### config.mk
export PLATFORM = sky130hd
export DESIGN_NAME = two_channel_moving_average_millivolts
export DESIGN_NICKNAME = d
export VERILOG_FILES = /design/src/sv/tcma_pkg.sv /design/src/sv/tcma_front.sv /design/src/sv/tcma_queue.sv /design/src/sv/tcma_back.sv /design/src/sv/two_channel_moving_average_millivolts.sv
export SDC_FILE = /design/constraint.sdc
export NUM_CORES = 1
export LEC_CHECK = 0
export BUFFER_PORTS_ARGS = -buffer_cell sky130_fd_sc_hd__buf_2
export CELL_PAD_IN_SITES_DETAIL_PLACEMENT = 1
export CELL_PAD_IN_SITES_GLOBAL_PLACEMENT = 1
export CORE_ASPECT_RATIO = 1.75
export CORE_UTILIZATION = 50
export CTS_CLUSTER_DIAMETER = 60
export CTS_CLUSTER_SIZE = 25
export DETAILED_ROUTE_END_ITERATION = 12
export PLACE_DENSITY_LB_ADDON = 0.1
export RECOVER_POWER = 25
export REMOVE_ABC_BUFFERS = 1
export SYNTH_ARGS = -nofsm -noshare
export SYNTH_HDL_FRONTEND = slang
export SYNTH_SLANG_ARGS = --single-unit
### constraint.sdc
create_clock -name i_clk -period 7.27 [get_ports i_clk]
set_input_delay 1.0905 -clock i_clk [delete_from_list [all_inputs] [get_ports i_clk]]
set_output_delay 1.0905 -clock i_clk [all_outputs]
set_load 0.02 [all_outputs]
### src/sv/tcma_pkg.sv
// Shared types and constants for the two-channel moving-average block.
// No dependencies; imported by every module of the block.
`timescale 1ns / 1ps
`default_nettype none

package tcma_pkg;

    // Averaging window length per channel.
    localparam int WINDOW = 10;

    localparam int CH_W     = 3;
    localparam int SAMPLE_W = 10;
    localparam int REF_W    = 13;
    localparam int MV_W     = 13;

    localparam logic [CH_W-1:0]  CH_FIRST  = 3'd0;
    localparam logic [CH_W-1:0]  CH_SECOND = 3'd7;
    localparam logic [REF_W-1:0] REF_RESET = 13'd5000;

    // Scaling by the converter full scale of 1024 codes is a right shift.
    localparam int FS_SHIFT = 10;

    localparam int POS_W      = $clog2(WINDOW);
    localparam int RING_DEPTH = 2 * WINDOW;
    localparam int ADDR_W     = $clog2(RING_DEPTH);
    localparam int SUM_W      = $clog2(WINDOW * ((1 << SAMPLE_W) - 1) + 1);

    // Floor division by WINDOW as a multiply by a rounded-up reciprocal.
    // With DIV_K = SUM_W + clog2(WINDOW) the quotient is exact for every sum.
    localparam int DIV_K   = SUM_W + $clog2(WINDOW);
    localparam int RECIP_W = DIV_K;
    localparam logic [RECIP_W-1:0] RECIP = RECIP_W'(((1 << DIV_K) + WINDOW - 1) / WINDOW);
    localparam int QPROD_W = SUM_W + RECIP_W;
    localparam int SPROD_W = SAMPLE_W + REF_W;

    localparam int QDEPTH = 2;
    localparam int QPTR_W = $clog2(QDEPTH);
    localparam int QCNT_W = $clog2(QDEPTH + 1);

    // One classified item on its way from the front to the back.
    typedef struct packed {
        logic                filt;
        logic                ring;
        logic [SAMPLE_W-1:0] sample;
    } t_item;

    // Back-end status toward the queue and the top level.
    typedef struct packed {
        logic pop;
        logic busy;
    } t_back_stat;

endpackage

`default_nettype wire

### src/sv/tcma_front.sv
// Input stage: takes transfers, classifies the channel and holds the item
// until the queue has room. Depends on tcma_pkg.
`timescale 1ns / 1ps
`default_nettype none

module tcma_front
    import tcma_pkg::*;
(
    input  wire logic                i_clk,
    input  wire logic                i_rst_n,
    input  wire logic                i_in_valid,
    output logic                     o_in_ready,
    input  wire logic [CH_W-1:0]     i_channel,
    input  wire logic [SAMPLE_W-1:0] i_sample,
    output logic                     o_push,
    output t_item                    o_item,
    input  wire logic                i_q_full
);

    logic  r_valid;
    t_item r_item;
    logic  take;

    assign o_push     = r_valid && !i_q_full;
    assign o_in_ready = !r_valid || !i_q_full;
    assign take       = i_in_valid && o_in_ready;
    assign o_item     = r_item;

    always_ff @(posedge i_clk) begin
        if (!i_rst_n) begin
            r_valid <= 1'b0;
        end else if (take) begin
            r_valid <= 1'b1;
        end else if (o_push) begin
            r_valid <= 1'b0;
        end
    end

    always_ff @(posedge i_clk) begin
        if (take) begin
            r_item.filt   <= (i_channel == CH_FIRST) || (i_channel == CH_SECOND);
            r_item.ring   <= (i_channel == CH_SECOND);
            r_item.sample <= i_sample;
        end
    end

endmodule

`default_nettype wire

### src/sv/tcma_queue.sv
// Short FIFO of classified items between the front and the back.
// Depends on tcma_pkg.
`timescale 1ns / 1ps
`default_nettype none

module tcma_queue
    import tcma_pkg::*;
(
    input  wire logic  i_clk,
    input  wire logic  i_rst_n,
    input  wire logic  i_push,
    input  wire t_item i_item,
    output logic       o_full,
    input  wire logic  i_pop,
    output logic       o_valid,
    output t_item      o_item
);

    t_item             r_slot [0:QDEPTH-1];
    logic [QPTR_W-1:0] r_wr_ptr;
    logic [QPTR_W-1:0] r_rd_ptr;
    logic [QCNT_W-1:0] r_count;

    assign o_full  = (r_count == QCNT_W'(QDEPTH));
    assign o_valid = (r_count != '0);
    assign o_item  = r_slot[r_rd_ptr];

    always_ff @(posedge i_clk) begin
        if (!i_rst_n) begin
            r_wr_ptr <= '0;
            r_rd_ptr <= '0;
            r_count  <= '0;
        end else begin
            if (i_push) begin
                r_wr_ptr <= (r_wr_ptr == QPTR_W'(QDEPTH - 1)) ? '0 : r_wr_ptr + 1'b1;
            end
            if (i_pop) begin
                r_rd_ptr <= (r_rd_ptr == QPTR_W'(QDEPTH - 1)) ? '0 : r_rd_ptr + 1'b1;
            end
            if (i_push && !i_pop) begin
                r_count <= r_count + 1'b1;
            end else if (i_pop && !i_push) begin
                r_count <= r_count - 1'b1;
            end
        end
    end

    always_ff @(posedge i_clk) begin
        if (i_push) begin
            r_slot[r_wr_ptr] <= i_item;
        end
    end

endmodule

`default_nettype wire

### src/sv/tcma_back.sv
// Execution stage: for a filtered item updates the sample ring and running sum
// of its channel, divides by the window, scales to millivolts and holds the result; an unfiltered item gives zero.
// Depends on tcma_pkg.
`timescale 1ns / 1ps
`default_nettype none

module tcma_back
    import tcma_pkg::*;
(
    input  wire logic             i_clk,
    input  wire logic             i_rst_n,
    input  wire logic             i_q_valid,
    input  wire t_item            i_q_item,
    output t_back_stat            o_stat,
    input  wire logic [REF_W-1:0] i_ref_mv,
    output logic                  o_out_valid,
    input  wire logic             i_out_ready,
    output logic [MV_W-1:0]       o_millivolts
);

    typedef enum logic [1:0] {
        ST_IDLE,
        ST_ACC,
        ST_DIV,
        ST_SCALE
    } t_state;

    t_state               r_state;
    logic                 r_out_valid;
    logic [MV_W-1:0]      r_out_mv;
    logic [POS_W-1:0]     r_pos [0:1];
    logic [SUM_W-1:0]     r_sum [0:1];
    logic [RING_DEPTH-1:0] r_mem_ok;

    logic [SAMPLE_W-1:0]  r_mem [0:RING_DEPTH-1];
    logic [SAMPLE_W-1:0]  r_rd_data;
    logic                 r_rd_ok;
    t_item                r_item;
    logic [ADDR_W-1:0]    r_addr;
    logic [SUM_W-1:0]     r_acc;
    logic [QPROD_W-1:0]   r_qprod;

    logic                 pop;
    logic                 slot_free;
    logic                 out_load;
    logic [ADDR_W-1:0]    rd_addr;
    logic [POS_W-1:0]     head_pos;
    logic [SAMPLE_W-1:0]  old_sample;
    logic [SUM_W-1:0]     n_sum;
    logic [POS_W-1:0]     n_pos;
    logic [SAMPLE_W-1:0]  avg;
    logic [SPROD_W-1:0]   sprod;
    logic                 mem_we;

    assign slot_free = !r_out_valid || i_out_ready;
    assign pop       = (r_state == ST_IDLE) && i_q_valid && slot_free;
    assign mem_we    = (r_state == ST_ACC);

    // The output register loads a zero for an unfiltered item or a scaled average.
    assign out_load  = (pop && !i_q_item.filt) || (r_state == ST_SCALE);

    assign head_pos = r_pos[i_q_item.ring];
    assign rd_addr  = i_q_item.ring ? ADDR_W'(WINDOW) + ADDR_W'(head_pos) : ADDR_W'(head_pos);

    // Entries never written since reset count as zero.
    assign old_sample = r_rd_ok ? r_rd_data : '0;
    assign n_sum      = r_sum[r_item.ring] - SUM_W'(old_sample) + SUM_W'(r_item.sample);
    assign n_pos      = (r_pos[r_item.ring] == POS_W'(WINDOW - 1)) ? '0
                                                                  : r_pos[r_item.ring] + 1'b1;

    assign avg   = r_qprod[DIV_K +: SAMPLE_W];
    assign sprod = SPROD_W'(avg) * SPROD_W'(i_ref_mv);

    assign o_stat.pop    = pop;
    assign o_stat.busy   = (r_state != ST_IDLE);
    assign o_out_valid   = r_out_valid;
    assign o_millivolts  = r_out_mv;

    always_ff @(posedge i_clk) begin
        if (!i_rst_n) begin
            r_state     <= ST_IDLE;
            r_out_valid <= 1'b0;
            r_out_mv    <= '0;
            r_pos[0]    <= '0;
            r_pos[1]    <= '0;
            r_sum[0]    <= '0;
            r_sum[1]    <= '0;
            r_mem_ok    <= '0;
        end else begin
            r_out_valid <= out_load || (r_out_valid && !i_out_ready);
            unique case (r_state)
                ST_IDLE: begin
                    if (pop) begin
                        if (i_q_item.filt) begin
                            r_state <= ST_ACC;
                        end else begin
                            r_out_mv <= '0;
                        end
                    end
                end
                ST_ACC: begin
                    r_sum[r_item.ring] <= n_sum;
                    r_pos[r_item.ring] <= n_pos;
                    r_mem_ok[r_addr]   <= 1'b1;
                    r_state            <= ST_DIV;
                end
                ST_DIV: begin
                    r_state <= ST_SCALE;
                end
                ST_SCALE: begin
                    r_out_mv    <= sprod[FS_SHIFT +: MV_W];
                    r_state     <= ST_IDLE;
                end
                default: begin
                    r_state <= ST_IDLE;
                end
            endcase
        end
    end

    // Ring memory with a registered read port.
    always_ff @(posedge i_clk) begin
        if (mem_we) begin
            r_mem[r_addr] <= r_item.sample;
        end
        r_rd_data <= r_mem[rd_addr];
        r_rd_ok   <= r_mem_ok[rd_addr];
    end

    always_ff @(posedge i_clk) begin
        if (pop) begin
            r_item <= i_q_item;
            r_addr <= rd_addr;
        end
        if (r_state == ST_ACC) begin
            r_acc <= n_sum;
        end
        if (r_state == ST_DIV) begin
            r_qprod <= QPROD_W'(r_acc) * QPROD_W'(RECIP);
        end
    end

endmodule

`default_nettype wire

### src/sv/two_channel_moving_average_millivolts.sv
// Top level: the item for channel 0 or 7 is averaged over its last window
// of samples and scaled to millivolts; other channels give zero at once.
// A filtered item runs the back-end sequence of ring read, sum update,
// reciprocal divide and scaling before the back end takes the next item;
// other channels pass at one per cycle while the output is not stalled.
// Synchronous active-low reset; rings read as zero.
`timescale 1ns / 1ps
`default_nettype none

module two_channel_moving_average_millivolts
    import tcma_pkg::*;
(
    input  wire logic                i_clk,
    input  wire logic                i_rst_n,
    input  wire logic                i_cfg_we,
    input  wire logic [REF_W-1:0]    i_cfg_data,
    input  wire logic                i_in_valid,
    output logic                     o_in_ready,
    input  wire logic [CH_W-1:0]     i_channel,
    input  wire logic [SAMPLE_W-1:0] i_sample,
    output logic                     o_out_valid,
    input  wire logic                i_out_ready,
    output logic [MV_W-1:0]          o_millivolts
);

    logic [REF_W-1:0] r_ref_mv;
    logic             fr_push;
    t_item            fr_item;
    logic             q_full;
    logic             q_valid;
    t_item            q_item;
    t_back_stat       bk_stat;

    always_ff @(posedge i_clk) begin
        if (!i_rst_n) begin
            r_ref_mv <= REF_RESET;
        end else if (i_cfg_we) begin
            r_ref_mv <= i_cfg_data;
        end
    end

    tcma_front u_front (
        .i_clk      (i_clk),
        .i_rst_n    (i_rst_n),
        .i_in_valid (i_in_valid),
        .o_in_ready (o_in_ready),
        .i_channel  (i_channel),
        .i_sample   (i_sample),
        .o_push     (fr_push),
        .o_item     (fr_item),
        .i_q_full   (q_full)
    );

    tcma_queue u_queue (
        .i_clk   (i_clk),
        .i_rst_n (i_rst_n),
        .i_push  (fr_push),
        .i_item  (fr_item),
        .o_full  (q_full),
        .i_pop   (bk_stat.pop),
        .o_valid (q_valid),
        .o_item  (q_item)
    );

    tcma_back u_back (
        .i_clk        (i_clk),
        .i_rst_n      (i_rst_n),
        .i_q_valid    (q_valid),
        .i_q_item     (q_item),
        .o_stat       (bk_stat),
        .i_ref_mv     (r_ref_mv),
        .o_out_valid  (o_out_valid),
        .i_out_ready  (i_out_ready),
        .o_millivolts (o_millivolts)
    );

    // The back end never takes an item from an empty queue.
    a_pop_needs_item: assert property (@(posedge i_clk) disable iff (!i_rst_n)
        bk_stat.pop |-> q_valid)
        else $error("back end popped an empty queue");

    // A filtered item keeps the back end busy after it is taken.
    a_filtered_busy: assert property (@(posedge i_clk) disable iff (!i_rst_n)
        (bk_stat.pop && q_item.filt) |=> bk_stat.busy)
        else $error("filtered item did not start the back-end sequence");

    // An unfiltered channel shows a zero result in the next cycle.
    a_unfiltered_zero: assert property (@(posedge i_clk) disable iff (!i_rst_n)
        (bk_stat.pop && !q_item.filt) |=> (o_out_valid && (o_millivolts == '0)))
        else $error("unfiltered channel did not return zero");

endmodule

`default_nettype wire
==> flow_metrics.tcl, run 1 <==
set metrics [dict create \
    slowest_stage "edfxtp_1" \
    final_design_area_no_fill_mm2 0.0241 \
    period_minus_slack_ps 6160 \
    row_count 102 \
    gp_congestion 0.867 \
    synthArstFlopShare_pct 0 \
    start_kind "flip-flop" \
    seq_area_frac_synth_pct 48.0 \
    hold_class "reg2reg" \
    ys.flop_type "edfxtp_1" \
    numCtsBuffers 26 \
    antenna_found_initial 0 \
    yosys_register_bits 379 \
    fmax_mhz 162 \
    yosys_warnings 0 \
    antenna_cells 0 \
    worstPathCellList "nand2_1 -> fa_1 -> inv_1 -> fa_1 -> inv_1 -> fa_1 -> inv_1 -> fa_1 -> inv_1 -> fa_1 -> inv_1 -> ha_1 -> and4_1 -> and3_1 -> a211o_1 -> o31a_1 -> a221o_1 -> a221oi_2 -> xnor2_1 -> a22o_1" \
    ctsResizeCount 0 \
    hold_buffers 0 \
    core-area_mm2 0.0442 \
    numPortBuffers 45 \
    synth.top_cell.area_share_pct 42.0 \
    drc_errors 0 \
    cp_num_cells 20 \
    tns_ps 0 \
    place_area_mm2 0.0232 \
    relSlewSlack_pct 13.6 \
    ys_top_cells_by_area "edfxtp_1, fa_1, ha_1" \
    hold_viol_final 0 \
    layout_common_cells "edfxtp_1, inv_1, ha_1" \
    rsz0062_at_grt "no" \
    nets 2126 \
    cp_data_arrival_time_ps 6620 \
    wl_per_cell_um 22.2 \
    cts_num_sinks 379 \
    n_fill_cell 4490 \
    max-cap-violations 0 \
    cp_slowest_stage_delay_ps 690 \
    setup_viol 0 \
    r2r.worst_path.cells 20 \
    insertion_delay_ps 590 \
    synth_top_family_by_area "adder cells" \
    syn_avg_cell_area_um2 12.9 \
    vias 13100 \
    synth-simple-area-share_pct 7.76 \
    clkTransAtPathRegs_ps 90 \
    grt_pass1_vias 15000 \
    path_max_fanout 13 \
    cp-end-kind "flip-flop" \
    status "finished clean" \
    viasPerCell 5.55 \
    period_share_pct 84.7 \
    die_area_mm2 0.0455 \
    synth_fa_ha_area_share_pct 23.6 \
    cts_setup_buffers 0 \
    dieHeight_um 282 \
    clock_tree.root_cell "clkbuf_16" \
    drive_gt1_share_pct 9.51 \
    cts_tree "built" \
    finalMaxSlewViolations 0 \
    crit_family "adder cells" \
    yosysTopAreaCell "edfxtp_1" \
    syn_area_mm2 0.0223 \
    place.detailed.hpwl_um 40000 \
    cts_buffer_depth 3 \
    fin_cells 2359 \
    io_pins 46 \
    worstHoldPathCells 0 \
    yosys.cell_types.count 62 \
    setup_slack_ps 1110 \
    antenna_left 0 \
    initial_core_util_pct 50.6 \
    drt_wl_total_um 52500 \
    ff_latch_area_mm2 0.0107 \
    cts.htree.levels 1 \
    layout_commonest_cell "edfxtp_1" \
    cp_num_buf_inv 5 \
    drtIter0Drc 631 \
    overflow 0 \
    dr.pass1.iters 4 \
    synth-xor-area-share_pct 1.73 \
    place_ws_ps 1110 \
    multiInputGateArea_mm2 0.0104 \
    grt_usage_pct 24.2 \
    dp.cells 2311 \
    grt_pass1_wl_um 82800 \
    critPathRequiredTime_ps 7730 \
    grt_max_degree 49 \
    tightest_slew_ps 1300 \
    area_growth_pct 7.84 \
    synthMuxAreaShare_pct 7.80 \
    synth-edff-count 312 \
    path_class "reg2reg" \
    syn_inst 1729 \
    skew_ps 43.0 \
    die_x_um 162 \
    synth_compound_area_share_pct 5.67 \
]
==> Yosys cell counts (14+ instances only) <==
cell	instances
a21o_1	17
a21oi_1	43
and2_1	81
clkbuf_1	39
dfxtp_1	67
edfxtp_1	312
fa_1	155
ha_1	173
inv_1	268
mux2_2	15
mux2i_1	50
mux4_2	46
nand2_1	137
nor2_1	69
nor2b_1	14
o21a_1	28
o21ai_0	20
xnor2_1	26
xor2_1	18
==> worst reg2reg max path, cell delays in order, from the launching register on <==
cell,delay (ps)
edfxtp_1,690
nand2_1,170
fa_1,560
inv_1,50
fa_1,510
inv_1,50
fa_1,470
inv_1,60
fa_1,530
inv_1,60
fa_1,540
inv_1,50
ha_1,330
and4_1,170
and3_1,190
a211o_1,310
o31a_1,350
a221o_1,390
a221oi_2,300
xnor2_1,90
a22o_1,180
==> stage by stage <==
step / hold WS, ps / utilization (%)
global placement: 430 / 52.5
CTS: 444 / 54.6
detailed placement: 435 / 52.5
finish: 443 / 54.5
global route: 471 / 54.5
floorplan: 421 / -
==> final timing paths <==
check	from	endpoint	slack (ps)
setup / recovery	u_back.r_qprod[21]	u_back.o_millivolts[12]	1110
hold / removal	u_front.o_item[5]	u_queue.r_slot[1][5]	440
setup reg to reg	u_back.r_qprod[21]	u_back.o_millivolts[12]	1110
hold reg to reg	u_front.o_item[5]	u_queue.r_slot[1][5]	440
==> flip-flops by register name, summed over array words and instances, names as in the netlist, 11 cells and up, named ones only <==
name,count
u_queue.r_slot,24
u_back.r_mem,200
u_front.o_item,12
r_ref_mv,13
u_back.r_sum,28
u_back.r_mem_ok,20
u_back.o_millivolts,13
u_back.r_acc,14
u_back.r_item,11
==> kinds of logic after synthesis <==
family / after synthesis
fa+ha+maj: 328
compound gates: 187
mux: 113
buf+inv: 321
xor+xnor: 44
flops: 379
simple gates: 357
==> cell type report <==
cell class | count | share of cell area (%)
Inverter | 271 | 4.22
Multi-Input combinational cell | 1029 | 43.2
Timing Repair Buffer | 60 | 1.29
Tap cell | 572 | 2.97
Clock inverter | 17 | 0.993
Sequential cell | 379 | 44.5
Clock buffer | 31 | 2.87
==> layer usage <==
metal	up-vias	global-route usage (%)	share of wire, %	wire length [um]
met1	6828	24.9	35	18500
met5	-	0	0	0
met4	0	9.60	3.8	2000
met3	86	1.65	2.0	1060
li1	6006	-	-	-
met2	175	49.4	59	30900
Power of run 1 is left out: the tool's default activity adds up to more than one toggle a clock period on the data nets, which glitch-free logic cannot reach.
==> run 2, diff against run 1 <==
Settings changed: CORE_UTILIZATION 50 to 48.
Clock period 7.27 ns to 5.1 ns, I/O delays scaled along.
==> run 2 against run 1 <==
Compared with the run above: worst hold slack lost 87 ps; first-iteration DRC count decreased by 12%; count of clock-buffer cells in the layout increased by 2; worst setup slack worse by 1500 ps; core utilization increased by 1.5 points; the flow now finishes with violations (capacitance limit, slew limit, setup timing); global-route usage rose by 0.88 points; clock skew down 8.4 ps; sequential share of layout area shrank 2.8 points.
==> flow_metrics.tcl, run 2 (synthesized netlist as in run 1, its figures left out) <==
set metrics [dict create \
    r2r_slack_ps -420 \
    r2r.worst_path.cells 17 \
    cts_num_sinks 379 \
    clkTransAtPathRegs_ps 90 \
    vias 13600 \
    numCtsBuffers 26 \
    grt_pass1_wl_um 87700 \
    hold_class "in2reg" \
    hold_viol_final 0 \
    setup_slack_ps -419 \
    min_from "i_sample[9]" \
    reg2reg_to "u_back.r_qprod[26]" \
    dieHeight_um 287 \
    cts_tree "built" \
    largest_register_ffs 200 \
    wl_per_cell_um 22.5 \
    max-cap-violations 1 \
    path_class "reg2reg" \
    cts.htree.levels 1 \
    drc_errors 0 \
    grt_pass1_vias 15800 \
    hold_path_end "u_front.o_item[9]" \
    die_x_um 165 \
    skew_ps 34.6 \
    finalMaxSlewViolations 47 \
    period_share_pct 108 \
    row_count 104 \
    status "finished, violations left" \
    tightest_slew_ps 2290 \
    die_area_mm2 0.0474 \
    drtIter0Drc 558 \
    viasPerCell 5.40 \
    worstHoldPathCells 1 \
    numPortBuffers 45 \
    antenna_found_initial 0 \
    top_register "u_back.r_mem" \
    place_ws_ps -675 \
    cp_data_arrival_time_ps 5850 \
    gp_congestion 0.881 \
    violations "capacitance limit, slew limit, setup timing" \
    layout_common_cells "edfxtp_1, inv_1, ha_1" \
    relSlewSlack_pct -52.4 \
    nets 2282 \
    io_pins 46 \
    antenna_cells 0 \
    rsz0062_at_grt "yes" \
    hold_buffers 0 \
    drt_wl_total_um 56700 \
    critPathRequiredTime_ps 5430 \
    antenna_left 0 \
    multiInputGateArea_mm2 0.0108 \
    clock_tree.root_cell "clkbuf_16" \
    ff_latch_area_mm2 0.0107 \
    period_minus_slack_ps 5520 \
    layout_commonest_cell "edfxtp_1" \
    insertion_delay_ps 580 \
    path_max_fanout 5 \
    top_regs "u_back.r_mem (200), u_back.r_sum (28), u_queue.r_slot (24)" \
    grt_usage_pct 25.1 \
    dr.pass1.iters 4 \
    start_kind "flip-flop" \
    initial_core_util_pct 48.6 \
    setup_viol 20 \
    grt_max_degree 62 \
    overflow 0 \
    place.detailed.hpwl_um 43800 \
    cts_buffer_depth 3 \
    r2r_start "u_back.r_acc[11]" \
    core-area_mm2 0.0459 \
    fmax_mhz 181 \
    drive_gt1_share_pct 20.5 \
    area_growth_pct 15.3 \
    n_fill_cell 4644 \
    cp-end-kind "flip-flop" \
]
## run 2: worst max-delay path: stages, from the launching register on
cell and delay [ps]:
edfxtp_1 440, fa_2 590, inv_2 40, fa_1 520
fa_2 460, fa_1 510, inv_1 50, fa_1 500
fa_1 460, ha_4 300, nand4_1 170, nor4_4 240
o31ai_4 180, a31o_4 250, nand2_2 70, buf_6 130
nor4_2 40, a311o_1 310
## run 2: how the worst max path moves through the flow
stage | start | to | slack [ps] | cells after the start
after global routing | u_back.r_acc[11] | u_back.r_qprod[26] | -570 | 17
final | u_back.r_acc[11] | u_back.r_qprod[26] | -420 | 17
after floorplan | u_back.r_qprod[27] | u_back.o_millivolts[12] | -570 | 17
after detailed placement | u_back.r_qprod[24] | u_back.o_millivolts[12] | -670 | 19
after CTS | u_back.r_qprod[22] | u_back.o_millivolts[12] | -380 | 17
after global placement | u_back.r_qprod[24] | u_back.o_millivolts[12] | -610 | 19
## run 2: layer usage
layer  global-route usage [%]  up-vias  share of wire (%)
met3                     1.76       99                2.1
met4                     11.9        0                5.6
met2                     50.5      184                 58
li1                         -     6312                  -
met5                        0        -                  0
met1                     25.0     7033                 34
## run 2: cell type report
type | instances | area share (%)
clock buffers | 33 | 2.80
clock inverters | 14 | 0.904
inverters | 271 | 3.95
multi-input cells | 1029 | 41.9
flip-flops and latches | 379 | 41.6
well taps | 583 | 2.83
repair buffers | 216 | 5.96
## run 2: repair_timing
action                                  4_1_cts  5_1_grt
pin swaps                                    59        8
endpoints found under the hold margin         0        0
setup buffers                                26        2
resized for setup                            91       13
endpoints found under the setup margin       21       21
## run 2: through the flow
stage | instances | hold slack (ps) | util (%) | instance area [um^2] | setup TNS [ps]
after CTS | 2524 | 337 | 56.0 | 25700 | -4320
after floorplan | 1679 | 421 | - | 22100 | -2540
after global placement | 2453 | 423 | 52.7 | 24200 | -7220
after global routing | 2525 | 333 | 56.0 | 25700 | -7810
after detailed placement | 2453 | 436 | 52.7 | 24200 | -8860
final | 2525 | 356 | 56.0 | 25700 | -4570
Power of run 2 is left out for the same reason.
==> run 3, diff against run 2 <==
Settings changed: ABC_AREA from default to 1, CORE_UTILIZATION 48 to 47, CTS_BUF_LIST from default to sky130_fd_sc_hd__clkbuf_8.
==> run 3 against run 2 <==
Compared with the run above: the flow now finishes without violations; critical endpoint unchanged; cell count is 29% higher; flip-flop and latch count unchanged; core utilization is 3.5 points lower; critical path depth down 1; area after synthesis up 6.8%; synthesized cell count up 45%; via count grew 26%; count of clock-buffer cells in the layout is 7 lower; worst setup slack gained 430 ps; final area increased by 1.7%; largest cell class unchanged; fmax up 8.4%.
==> flow_metrics.tcl, run 3 <==
set metrics [dict create \
    status "finished clean" \
    cp-end-kind "flip-flop" \
    clock_tree.root_cell "clkbuf_8" \
    grt_pass1_vias 19200 \
    drc_errors 0 \
    max-cap-violations 0 \
    hold_buffers 0 \
    r2r_slack_ps 7 \
    numCtsBuffers 24 \
    grtUsageMet3_pct 1.91 \
    dr.pass1.iters 5 \
    layout_common_cells "inv_1, nand2_1, edfxtp_1" \
    critPathRequiredTime_ps 5500 \
    syn_area_mm2 0.0239 \
    skew_ps 38.8 \
    ys_top_cells_by_area "edfxtp_1, fa_1, ha_1" \
    syn_inst 2502 \
    period_minus_slack_ps 5090 \
    ys.flop_type "edfxtp_1" \
    antenna_left 0 \
    io_pins 46 \
    core-area_mm2 0.0499 \
    fin_util_pct 52.5 \
    grt_max_degree 65 \
    drtIter0Drc 808 \
    initial_core_util_pct 47.8 \
    final_design_area_no_fill_mm2 0.0262 \
    insertion_delay_ps 650 \
    path_class "reg2reg" \
    wl_per_cell_um 20.2 \
    synth-edff-count 312 \
    cts_tree "built" \
    cts_buffer_depth 3 \
    seq_area_frac_synth_pct 44.9 \
    grt_usage_pct 26.3 \
    cts_num_sinks 379 \
    cts.htree.levels 1 \
    synth.top_cell.area_share_pct 39.3 \
    largest_register_ffs 200 \
    top_regs "u_back.r_mem (200), u_back.r_sum (28), u_queue.r_slot (24)" \
    clkTransAtPathRegs_ps 140 \
    place_area_mm2 0.0251 \
    rsz0062_at_grt "yes" \
    period_share_pct 99.9 \
    synthArstFlopShare_pct 0 \
    finalMaxSlewViolations 0 \
    viasPerCell 5.29 \
    tightest_slew_ps 1420 \
    drive_gt1_share_pct 10.1 \
    relSlewSlack_pct 5.41 \
    path_max_fanout 3 \
    place.detailed.hpwl_um 50900 \
    overflow 0 \
    met1_usage_pct 25.3 \
    top_usage_layer "met2" \
    hold_viol_final 0 \
    layout_commonest_cell "inv_1" \
    row_count 108 \
    gp_congestion 0.872 \
    die_x_um 172 \
    fmax_mhz 196 \
    synth.most_common_cell "nand2_1" \
    area_growth_pct 9.76 \
    top_register "u_back.r_mem" \
    grt_pass1_wl_um 102000 \
    vias 17200 \
    die_area_mm2 0.0517 \
    hold_class "in2reg" \
    synth_common_cells "nand2_1, inv_1, edfxtp_1" \
    dp.cells 3197 \
    numPortBuffers 45 \
    grtUsageMet2_pct 54.1 \
    setup_viol 0 \
    cp_data_arrival_time_ps 5490 \
    syn_avg_cell_area_um2 9.53 \
    yosys_warnings 0 \
    yosys.cell_types.count 44 \
    dieHeight_um 300 \
    antenna_found_initial 1 \
    start_kind "flip-flop" \
    fin_cells 3255 \
    nets 2935 \
    drt_wl_total_um 65700 \
    yosysTopAreaCell "edfxtp_1" \
    yosys_register_bits 379 \
]
[run 3: cell types whose count changed after synthesis, moves of 49 or more]
cell and delta:
o211ai_1 +49, nand3_1 +106, nand2_1 +354, and2_1 -80, nor2_1 +166, inv_1 +218
o21ai_0 +75
[run 3: timing repair]
item                       in CTS  in global routing
setup endpoints to repair      13                 22
resized for setup              10                 88
pin swaps                       3                 43
setup buffers                   9                  3
gates cloned                    0                  1
[run 3: cell families after synthesis]
| group | synth area share (%) |
|---|---|
| buf+inv | 9.33 |
| flops | 44.9 |
| fa+ha+maj | 22.1 |
| xor+xnor | 1.03 |
| simple gates | 15.4 |
| mux | 0.509 |
| compound gates | 6.76 |
[run 3: metrics by stage]
step	hold slack [ps]	TNS [ps]	setup slack, ps
floorplan	421	0	263
global placement	424	-14.5	-14.1
detailed placement	440	-723	-162
CTS	240	0	2.07
global route	255	-1140	-153
finish	283	0	7.01
[run 3: cell type report]
type | instances | area [um^2]
antenna | 1 | 2.50
clock buffer | 26 | 358
clock inverter | 18 | 218
fill | 5696 | 23700
inverter | 493 | 1850
multi-input combinational | 1550 | 11300
sequential | 379 | 10700
tap | 660 | 826
timing repair buffer | 128 | 905
[run 3: path summary, 6_finish.rpt]
check | from | endpoint | cells past startpoint
setup / recovery | u_back.r_acc[12] | u_back.r_qprod[26] | 16
hold reg to reg | u_back.o_millivolts[8] | u_back.o_millivolts[8] | 2
hold / removal | i_sample[2] | u_front.o_item[2] | 1
setup reg to reg | u_back.r_acc[12] | u_back.r_qprod[26] | 16
[run 3: critical path: stages (launching register included)]
cell and delay, ps:
edfxtp_1 460, fa_2 600, inv_2 40, fa_1 470, fa_2 600, fa_1 440
inv_2 80, fa_1 440, fa_1 580, ha_4 230, buf_6 120, a21o_1 210
a21oi_2 180, o21ai_2 100, nand2_1 100, nand3_2 60, xor2_1 140
[run 3: per-layer routing]
layer	wire length, um	up-vias	part of all wire [%]
met5	0	-	0
met4	3470	0	5.3
met3	1530	136	2.3
met2	38300	275	58
met1	22400	8656	34
li1	-	8153	-
Power of run 3 is left out for the same reason.
